## config.mk

```make
export PLATFORM = sky130hd
export DESIGN_NAME = splitmix_fold_fingerprint_unit
export DESIGN_NICKNAME = d
export VERILOG_FILES = /design/src/hw/rtl/smff_pkg.sv /design/src/hw/rtl/splitmix_fold_fingerprint_unit.sv /design/src/hw/rtl/smff_dp.sv /design/src/hw/rtl/smff_ctrl.sv
export VERILOG_INCLUDE_DIRS = /design/src /design/src/hw/rtl
export SDC_FILE = /design/constraint.sdc
export NUM_CORES = 2
export LEC_CHECK = 0
export BUFFER_PORTS_ARGS = -buffer_cell sky130_fd_sc_hd__buf_2
export CORE_AREA = 2 2 260 390
export DETAILED_ROUTE_END_ITERATION = 8
export DIE_AREA = 0 0 262 392
export PLACE_DENSITY = 0.68
export SLEW_MARGIN = 20
export SYNTH_ARGS = -nofsm -noshare
export SYNTH_HDL_FRONTEND = slang
export SYNTH_SLANG_ARGS = --single-unit
```

## constraint.sdc

```tcl
create_clock -name clk -period 11.5 [get_ports clk]
set_input_delay 2.3 -clock clk [delete_from_list [all_inputs] [get_ports clk]]
set_output_delay 2.3 -clock clk [all_outputs]
set_load 0.005 [all_outputs]
```

## src/hw/rtl/assert_macros.svh

```systemverilog
// Assertion macros shared by the fingerprint unit's RTL modules.
`ifndef ASSERT_MACROS_SVH
`define ASSERT_MACROS_SVH

// Antecedent in a cycle implies consequent in the same cycle.
`define ASSERT_SAME(label, ante, cons, msg) \
	label: assert property (@(posedge clk) disable iff (!arst_n) (ante) |-> (cons)) \
		else $error(msg);

// Antecedent in a cycle implies consequent in the following cycle.
`define ASSERT_NEXT(label, ante, cons, msg) \
	label: assert property (@(posedge clk) disable iff (!arst_n) (ante) |=> (cons)) \
		else $error(msg);

`endif

```

## src/hw/rtl/smff_pkg.sv

```systemverilog
// Types and constants for the fingerprint fold unit.
package smff_pkg;

	localparam logic [63:0] START_CONST = 64'h9e3779b97f4a7c15;
	localparam logic [63:0] MIX_MUL_A   = 64'hbf58476d1ce4e5b9;
	localparam logic [63:0] MIX_MUL_B   = 64'h94d049bb133111eb;
	localparam int unsigned MIX_SH_A    = 30;
	localparam int unsigned MIX_SH_B    = 27;
	localparam int unsigned MIX_SH_C    = 31;

	typedef enum logic [2:0] {
		ST_IDLE,
		ST_MUL_A,
		ST_SHIFT_B,
		ST_MUL_B,
		ST_SHIFT_C,
		ST_COMBINE
	} state_t;

	// Partial product of a 64x64 multiply, low 64 bits only.
	typedef enum logic [1:0] {
		STEP_LO_LO,
		STEP_HI_LO,
		STEP_LO_HI
	} mul_step_t;

	typedef struct packed {
		logic      load;
		logic      mul;
		logic      sel_b;
		mul_step_t step;
		logic      shift_b;
		logic      shift_c;
		logic      combine;
		logic      emit;
	} cmd_t;

	typedef struct packed {
		logic last;
		logic out_free;
	} sts_t;

endpackage

```

## src/hw/rtl/splitmix_fold_fingerprint_unit.sv

```systemverilog
// Top level of the fingerprint fold unit: controller plus datapath.
//
// Usage: each request on the word channel (word, last) carries one 64-bit
// block of a value, in order; last marks the value's final block. Every word
// goes through a SplitMix64-style finaliser and is folded into a running hash
// with an order-sensitive add/shift/xor combine. A request with last set
// produces one fingerprint request; other words produce nothing.
// Sequence: one request is worked on at a time. The word is taken
// in idle, then each 64-bit multiply runs as three 32x32 partial products on a
// single shared multiplier, with one state for each of the two later xor-shifts and
// one for the combine. For a last word, fingerprint_valid rises at the edge
// at which word_stall drops.
// Output: the fingerprint sits in a register, so the next word is taken while
// a finished fingerprint still waits. If a second fingerprint is ready while
// the first is still stalled, the unit holds in its combine step until the
// register frees.
// Reset (arst_n low, asynchronous) returns the hash to its start constant,
// drops fingerprint_valid and puts the controller in idle.

module splitmix_fold_fingerprint_unit (
	input  logic        clk,
	input  logic        arst_n,
	input  logic        word_valid,
	output logic        word_stall,
	input  logic [63:0] word,
	input  logic        last,
	output logic        fingerprint_valid,
	input  logic        fingerprint_stall,
	output logic [63:0] fingerprint
);

	smff_pkg::cmd_t cmd;
	smff_pkg::sts_t sts;

	// sequencing of one request
	smff_ctrl u_ctrl (
		.clk        (clk),
		.arst_n     (arst_n),
		.word_valid (word_valid),
		.word_stall (word_stall),
		.sts        (sts),
		.cmd        (cmd)
	);

	// arithmetic, hash state and output register
	smff_dp u_dp (
		.clk               (clk),
		.arst_n            (arst_n),
		.cmd               (cmd),
		.sts               (sts),
		.word              (word),
		.last              (last),
		.fingerprint_valid (fingerprint_valid),
		.fingerprint_stall (fingerprint_stall),
		.fingerprint       (fingerprint)
	);

endmodule

```

## src/hw/rtl/smff_dp.sv

```systemverilog
// Datapath: mixer operand, shared 32x32 multiplier, running hash, output register.
`include "assert_macros.svh"

module smff_dp (
	input  logic              clk,
	input  logic              arst_n,
	input  smff_pkg::cmd_t    cmd,
	output smff_pkg::sts_t    sts,
	input  logic [63:0]       word,
	input  logic              last,
	output logic              fingerprint_valid,
	input  logic              fingerprint_stall,
	output logic [63:0]       fingerprint
);

	logic [63:0] x_q;
	logic [63:0] acc_q;
	logic [63:0] hash_q;
	logic [63:0] fp_q;
	logic        last_q;
	logic        out_valid_q;

	logic [63:0] mul_const;
	logic [31:0] op_a;
	logic [31:0] op_b;
	logic [63:0] prod;
	logic [63:0] hash_new;

	always_comb begin
		mul_const = cmd.sel_b ? smff_pkg::MIX_MUL_B : smff_pkg::MIX_MUL_A;
		op_a = (cmd.step == smff_pkg::STEP_HI_LO) ? x_q[63:32] : x_q[31:0];
		op_b = (cmd.step == smff_pkg::STEP_LO_HI) ? mul_const[63:32] : mul_const[31:0];
		prod = 64'(op_a) * 64'(op_b);
		hash_new = hash_q ^ (x_q + smff_pkg::START_CONST + (hash_q << 6) + (hash_q >> 2));
	end

	// x_q holds the operand of each multiply, and finally the mixed word
	always_ff @(posedge clk) begin
		if (cmd.load) begin
			x_q    <= word ^ (word >> smff_pkg::MIX_SH_A);
			last_q <= last;
		end else if (cmd.shift_b) begin
			x_q <= acc_q ^ (acc_q >> smff_pkg::MIX_SH_B);
		end else if (cmd.shift_c) begin
			x_q <= acc_q ^ (acc_q >> smff_pkg::MIX_SH_C);
		end
		if (cmd.mul) begin
			if (cmd.step == smff_pkg::STEP_LO_LO) begin
				acc_q <= prod;
			end else begin
				acc_q <= acc_q + {prod[31:0], 32'd0};
			end
		end
		if (cmd.emit) begin
			fp_q <= hash_new;
		end
	end

	always_ff @(posedge clk or negedge arst_n) begin
		if (!arst_n) begin
			hash_q      <= smff_pkg::START_CONST;
			out_valid_q <= 1'b0;
		end else begin
			if (cmd.combine) begin
				hash_q <= last_q ? smff_pkg::START_CONST : hash_new;
			end
			if (cmd.emit) begin
				out_valid_q <= 1'b1;
			end else if (!fingerprint_stall) begin
				out_valid_q <= 1'b0;
			end
		end
	end

	assign sts.last          = last_q;
	assign sts.out_free      = !out_valid_q || !fingerprint_stall;
	assign fingerprint_valid = out_valid_q;
	assign fingerprint       = fp_q;

	`ASSERT_NEXT(a_hash_restart, cmd.combine && last_q, hash_q == smff_pkg::START_CONST, "hash not restarted after last word")
	`ASSERT_SAME(a_emit_on_last, cmd.emit, cmd.combine && last_q, "emit outside a last-word combine")
	`ASSERT_NEXT(a_emit_shows, cmd.emit, fingerprint_valid, "emitted fingerprint not presented")

endmodule

```

## src/hw/rtl/smff_ctrl.sv

```systemverilog
// Controller: sequences load, two split multiplies, shifts and the combine.
`include "assert_macros.svh"

module smff_ctrl (
	input  logic           clk,
	input  logic           arst_n,
	input  logic           word_valid,
	output logic           word_stall,
	input  smff_pkg::sts_t sts,
	output smff_pkg::cmd_t cmd
);

	smff_pkg::state_t    state_q;
	smff_pkg::state_t    state_d;
	smff_pkg::mul_step_t step_q;
	smff_pkg::mul_step_t step_d;

	always_ff @(posedge clk or negedge arst_n) begin
		if (!arst_n) begin
			state_q <= smff_pkg::ST_IDLE;
			step_q  <= smff_pkg::STEP_LO_LO;
		end else begin
			state_q <= state_d;
			step_q  <= step_d;
		end
	end

	always_comb begin
		state_d = state_q;
		step_d  = smff_pkg::STEP_LO_LO;
		cmd     = '0;
		cmd.step = step_q;
		case (step_q)
			smff_pkg::STEP_LO_LO: step_d = smff_pkg::STEP_HI_LO;
			smff_pkg::STEP_HI_LO: step_d = smff_pkg::STEP_LO_HI;
			default:              step_d = smff_pkg::STEP_LO_LO;
		endcase
		case (state_q)
			smff_pkg::ST_IDLE: begin
				step_d   = smff_pkg::STEP_LO_LO;
				cmd.load = word_valid;
				if (word_valid) begin
					state_d = smff_pkg::ST_MUL_A;
				end
			end
			smff_pkg::ST_MUL_A: begin
				cmd.mul = 1'b1;
				if (step_q == smff_pkg::STEP_LO_HI) begin
					state_d = smff_pkg::ST_SHIFT_B;
				end
			end
			smff_pkg::ST_SHIFT_B: begin
				step_d      = smff_pkg::STEP_LO_LO;
				cmd.shift_b = 1'b1;
				state_d     = smff_pkg::ST_MUL_B;
			end
			smff_pkg::ST_MUL_B: begin
				cmd.mul   = 1'b1;
				cmd.sel_b = 1'b1;
				if (step_q == smff_pkg::STEP_LO_HI) begin
					state_d = smff_pkg::ST_SHIFT_C;
				end
			end
			smff_pkg::ST_SHIFT_C: begin
				step_d      = smff_pkg::STEP_LO_LO;
				cmd.shift_c = 1'b1;
				state_d     = smff_pkg::ST_COMBINE;
			end
			smff_pkg::ST_COMBINE: begin
				step_d = smff_pkg::STEP_LO_LO;
				// a final word waits here until the output register can take it
				if (!sts.last || sts.out_free) begin
					cmd.combine = 1'b1;
					cmd.emit    = sts.last;
					state_d     = smff_pkg::ST_IDLE;
				end
			end
			default: begin
				step_d  = smff_pkg::STEP_LO_LO;
				state_d = smff_pkg::ST_IDLE;
			end
		endcase
	end

	assign word_stall = (state_q != smff_pkg::ST_IDLE);

	`ASSERT_SAME(a_emit_free, cmd.emit, sts.out_free, "emit while output register is held")
	`ASSERT_NEXT(a_accept_starts, !word_stall && word_valid, state_q == smff_pkg::ST_MUL_A && step_q == smff_pkg::STEP_LO_LO, "accepted request did not start the mixer")
	`ASSERT_SAME(a_mul_step_range, cmd.mul, step_q == smff_pkg::STEP_LO_LO || step_q == smff_pkg::STEP_HI_LO || step_q == smff_pkg::STEP_LO_HI, "multiply step out of range")

endmodule

```

* After elaboration in Yosys (flattened, before gate mapping)
Index checks and enable logic that the tools add are counted.
** Storage, ports and cells
- Register bits :: 263
- Input bits :: 69
- Output and inout bits :: 66
- Word-level logic and storage cells :: 64
** Operators by class
- Add/subtract/negate cells :: 4
- $mul :: 1
- Equal/unequal tests :: 12
- Muxes and demuxes :: 24
- Bitwise gates (word level) :: 4
- Reductions and logical operators :: 11
** Operators with widths (count)
- $mux W64 :: 5
- $add A64 B64 Y64 :: 2
- $add A64 B62 Y64 :: 1
- $add A64 B64 Y64 const B :: 1
- $mul A32 B32 Y64 :: 1
- $mux W32 :: 2
- $xor A64 B33 Y64 :: 1
- $xor A64 B34 Y64 :: 1
- $xor A64 B37 Y64 :: 1
- $xor A64 B64 Y64 :: 1
- $mux W62 :: 1
- $pmux W3 S6 :: 1
- $mux W3 :: 4
- $ne A2 B1 Y1 const B :: 4
- $mux W1 :: 7
- $eq A3 B2 Y1 const B :: 2
- $eq A3 B3 Y1 const B :: 2
- $mux W2 :: 3
- $reduce_bool A3 Y1 :: 2
- $pmux W2 S2 :: 1
- $reduce_and A4 Y1 :: 1
- $eq A3 B1 Y1 const B :: 1
- $logic_not A1 Y1 :: 3
- $logic_not A3 Y1 :: 1
- other kinds (6) :: 7

* Logic depth before layout (Yosys ltp)
- Depth after elaboration :: 7
- Depth in mapped cells :: 42
- Depth with buffers taken out :: 38

* Hierarchy
From an unflattened synthesis, not the netlist that was laid out.
** Unflattened totals
- Cell total of the unflattened synthesis :: 5055
- Area total of the unflattened synthesis :: 49024.5 µm²
** By module, submodules not included
- smff_dp :: instances 1, cells an instance 5027, area each 48761.8 µm², sequential area each 7469.7 µm²
- smff_ctrl :: instances 1, cells an instance 28, area each 262.8 µm², sequential area each 125.1 µm²

* Least setup slack after synthesis
No wires, ideal clock.
- Path kind :: reg-to-reg
- From :: register u_ctrl.state_q[0]
- To :: register u_dp.acc_q[60], data pin
- Library setup time :: 0.270 ns
- Arrival :: 11.535 ns
- Data required time :: 11.230 ns
- Path slack :: -0.305 ns
- Cell stages (with the launch flop) :: 41
- Buffers on the path :: 7
- Period minus slack after synthesis :: 11.805 ns
- Path through :: dfrtp_1 > clkbuf_1 > nor2b_1 > nand2_1 > clkbuf_1 > clkbuf_1 > ha_1 > clkbuf_1 > clkbuf_1 > clkbuf_1 > nor2_1 > fa_1 > fa_1 > fa_1 > inv_1 > fa_1 > inv_1 > fa_1 > (+5 left out) > ha_1 > clkbuf_1 > nand4_1 > nor2_1 > a221o_1 > a211oi_2 > xnor2_1 > ha_1 > a21o_1 > a21o_1 > a21o_1 > a21o_1 > a21o_1 > a21o_1 > a221oi_1 > xnor2_1 > nor2_1 > a21oi_1
** On the way
- Cells in the longest elaborated chain, start to end :: 7
** RTL lines
- start, declared :: line smff_ctrl.sv:13 : smff_pkg::state_t state_q;
- start signal, assigned :: line smff_ctrl.sv:20 : state_q <= smff_pkg::ST_IDLE;
- start signal, assigned :: line smff_ctrl.sv:23 : state_q <= state_d;
- $eq A3 B2 Y1 (*) :: line smff_ctrl.sv:38 : case (state_q)
- $mux W1 (*) :: line smff_ctrl.sv:38
- $mux W62 (*) :: line smff_dp.sv:30 : mul_const = cmd.sel_b ? smff_pkg::MIX_MUL_B : smff_pkg::MIX_MUL_A;
- $mux W32 (*) :: line smff_dp.sv:32 : op_b = (cmd.step == smff_pkg::STEP_LO_HI) ? mul_const[63:32] : mul_const[31:0];
- $mul A32 B32 Y64 (*) :: line smff_dp.sv:33 : prod = 64'(op_a) * 64'(op_b);
- $add A64 B64 Y64 :: line smff_dp.sv:51 : acc_q <= acc_q + {prod[31:0], 32'd0};
- $mux W64 (*) :: line smff_dp.sv:48 : if (cmd.step == smff_pkg::STEP_LO_LO) begin
- end signal, assigned :: line smff_dp.sv:49 : acc_q <= prod;
- end signal, assigned :: line smff_dp.sv:51
- end, declared :: line smff_dp.sv:17 : logic [63:0] acc_q;
Mark *: on every way between the ends. The rest lies on a longest branch, timed or not.
A chain may end at the register's enable or synchronous reset.

* Worst setup path after layout
- From :: register u_ctrl.step_q[0]
- To :: register u_dp.acc_q[63], data pin
** On the way
- Cells in the longest elaborated chain, start to end :: 5
- Elaborated cells on any way between the ends :: 8
- Classes of those cells :: add/sub (1); mul (1); eq/ne (2); mux (3); reduce/logical (1)
** RTL lines
- start, declared :: line smff_ctrl.sv:15 : smff_pkg::mul_step_t step_q;
- start signal, assigned :: line smff_ctrl.sv:21 : step_q <= smff_pkg::STEP_LO_LO;
- start signal, assigned :: line smff_ctrl.sv:24 : step_q <= step_d;
- $eq A2 B1 Y1 or $eq A2 B2 Y1 (tied branches) :: line smff_dp.sv:31, smff_dp.sv:32
- $mux W32, on equally long branches :: line smff_dp.sv:31, smff_dp.sv:32
- $mul A32 B32 Y64 :: line smff_dp.sv:33
- $add A64 B64 Y64 :: line smff_dp.sv:51
- $mux W64 (*) :: line smff_dp.sv:48
Marks and branches as above.

==> impl_metrics.tcl <==
set metrics [dict create \
    worst_slew_pin_slew_ns 1.14 \
    route.detailed.drc 0 \
    postSynthAreaPerCell_um2 9.87 \
    arrival_ns 11.15 \
    r2r_end "u_dp.acc_q[63]$_DFFE_PP_" \
    crit_path_start_kind "register" \
    rr_startpoint "u_ctrl.step_q[0]$_DFF_PN0_" \
    drv_cap 0 \
    wl_per_cell_um 29.6 \
    grt_max_degree 103 \
    rows 142 \
    critical_path.startpoint "u_ctrl.step_q[0]$_DFF_PN0_" \
    clk_latency_ns 0.61 \
    dp_cells 6328 \
    fmax_ghz 0.0927 \
    finalSetupViolCount 0 \
    first_pass_iters 8 \
    synth-compound-area-share_pct 9.31 \
    cts_buffers 27 \
    worst-path-buf-inv 5 \
    wirelength_um 189000 \
    period_needed_ns 10.78 \
    track_usage_pct 37.7 \
    rsz0062_at_grt "no" \
    place.detailed.hpwl_um 164000 \
    fin_ws_ns 0.718 \
    slew_headroom_pct 21.8 \
    critPathTopFamily "adder cells" \
    synth-simple-area-share_pct 10.0 \
    cts_sinks 263 \
    yosys_warnings 0 \
    synthMuxAreaShare_pct 2.18 \
    syn-instance-count 4982 \
    antenna_left 0 \
    post_cts_buffers 0 \
    synth-seq-cells 263 \
    place_congestion 1.06 \
    cts-htree-levels 1 \
    yosys-top-cells-area "fa_1 (36%), ha_1 (13%), edfxtp_1 (12%)" \
    max_stage_delay_ns 0.69 \
    worstHoldPathType "reg -> reg" \
    cts_hold_buf 0 \
    syn_nets 6432 \
    async_flop_share_pct 26.6 \
    yosysMostFrequentCell "inv_1" \
    antenna_found_initial 10 \
    status "finished clean" \
    drt_iter0_markers 2711 \
    synth-xor-area-share_pct 5.05 \
    timing_worst_setup_path_type "reg -> reg" \
    die_y_um 392 \
    syn_to_final_growth_pct 6.76 \
    root_buffer "clkbuf_16" \
    fp.dieW_um 262 \
    synthAdderAreaFrac_pct 48.6 \
    grt_overflow_total 0 \
    slowest_stage "fa_1" \
    skew_ns 0.0187 \
    crit_path_frequent_cell "fa_1" \
    path_clk_slew_ns 0.07 \
    fin_cells 6386 \
    synthTopCellsByCount "inv_1 (1064), fa_1 (884), ha_1 (497), nand2_1 (278), nor2_1 (265)" \
    met1_length_um 60000 \
    synth_flop_cell "edfxtp_1" \
    critPathRequiredTime_ns 11.86 \
    met2WireLength_um 95600 \
    synth_top_family_by_area "adder cells" \
    dp_worst_setup_slack_ns 0.840 \
    io_pins 135 \
    end_kind "register" \
    wl_met3_um 10700 \
    synth_edf_count 193 \
    hold_viol 0 \
    tns_ns 0 \
    cts_tree "done" \
    synthDistinctLibCells 86 \
    portBuffers 134 \
    drive_gt1_share_pct 7.65 \
    via_per_inst 5.76 \
    coreArea_um2 99500 \
    ys_seq_area_share_pct 15.4 \
    reg2reg_depth 35 \
    maxSlewViolCount 0 \
    fin_nets 6511 \
    grt_first_pass_wirelength_um 271000 \
    ctsLongestPathBuffers 3 \
    critPathCapture "u_dp.acc_q[63]$_DFFE_PP_" \
    path_max_fanout 13 \
    die_area_um2 103000 \
    syn_area_um2 49200 \
    cts_resized 0 \
    grt_pass1_vias 39600 \
    highest_layer "met5" \
    r2r_setup_slack_ns 0.72 \
    cp_num_cells 35 \
    fin_util_pct 52.8 \
    via_count 36800 \
    min-delay-start "u_dp.hash_q[51]$_DFFE_PN0P_" \
    synth_top_area_share_pct 36.0 \
    start_util_pct 49.4 \
    fin_crit_sh_pct 93.8 \
    yosysTopAreaCell "fa_1" \
]
## worst register-to-register path, delay by kind of cell (launching register included)
| family | cells | cell delay (ns) |
|---|---|---|
| xor+xnor | 2 | 0.25 |
| buf+inv | 5 | 0.88 |
| simple gates | 9 | 1.90 |
| mux | 1 | 0.62 |
| fa+ha+maj | 10 | 4.36 |
| flops | 1 | 0.42 |
| compound gates | 8 | 2.09 |
## layer usage
metal	vias up	global-route usage [%]
met2	1576	66.1
met1	18600	37.7
met3	648	5.15
met4	2	36.6
met5	-	0
li1	16000	-
## registers in the layout, summed over array words and instances (netlist names)
signal and cells:
u_dp.fingerprint_valid 1, u_dp.fingerprint 64, u_dp.last_q 1, u_dp.acc_q 64, u_dp.hash_q 64, u_dp.x_q 64, u_ctrl.state_q 3, u_ctrl.step_q 2
## worst min-delay path by stage
| stage | to | depth (start not counted) | slack (ns) |
|---|---|---|---|
| 6_report | u_dp.hash_q[51]$_DFFE_PN0P_ | 1 | 0.51 |
| 5_1_grt | u_dp.hash_q[51]$_DFFE_PN0P_ | 1 | 0.51 |
| 4_1_cts | u_dp.hash_q[51]$_DFFE_PN0P_ | 1 | 0.51 |
| 3_5_place_dp | u_dp.hash_q[51]$_DFFE_PN0P_ | 1 | 0.50 |
| 3_3_place_gp | u_dp.hash_q[51]$_DFFE_PN0P_ | 1 | 0.47 |
| 2_1_floorplan | u_dp.hash_q[51]$_DFFE_PN0P_ | 1 | 0.46 |
## per-stage QoR
stage	instance area, µm²	hold WS (ns)
final	52500	0.514
after detailed placement	51500	0.496
after floorplan	49200	0.457
after CTS	52500	0.506
after global routing	52500	0.513
after global placement	51500	0.473
## layout by cell type (no fill, tap or decap), drive strengths merged, types with 28 or more instances in the layout
cell type,n
inv,1071
fa,884
ha,497
nand2,278
nor2,265
a21oi,213
buf,204
edfxtp,193
and2,182
o21ai,182
xnor2,144
xor2,137
a21o,108
nand2b,70
mux2i,54
nand3,49
mux2,47
dfstp,38
nand4,37
o21bai,33
dfrtp,32
clkbuf,29
and3,28
nor2b,28
## area by class of cell
class / instances / area (µm²)
multi-input combinational: 3496 / 37100
clock inverter: 21 / 289
tap: 1296 / 1620
antenna: 8 / 20.0
sequential: 263 / 7590
clock buffer: 29 / 693
timing repair buffer: 204 / 1210
inverter: 1069 / 4010
fill: 9231 / 47000
## logic make-up (layout without fill, tap and decap cells)
| group | Yosys count | in the layout |
|---|---|---|
| AOI/OAI and AO/OA | 717 | 717 |
| xor gates and xnor gates | 282 | 282 |
| adders and majority gates | 1381 | 1381 |
| buffers and inverters | 1223 | 1323 |
| DFF | 263 | 263 |
| muxes | 101 | 101 |
| other | 0 | 8 |
| and+or+nand+nor | 1015 | 1015 |
Power is not shown: default switching activity piles up to over one toggle a cycle in this logic, so the estimate is an artifact.
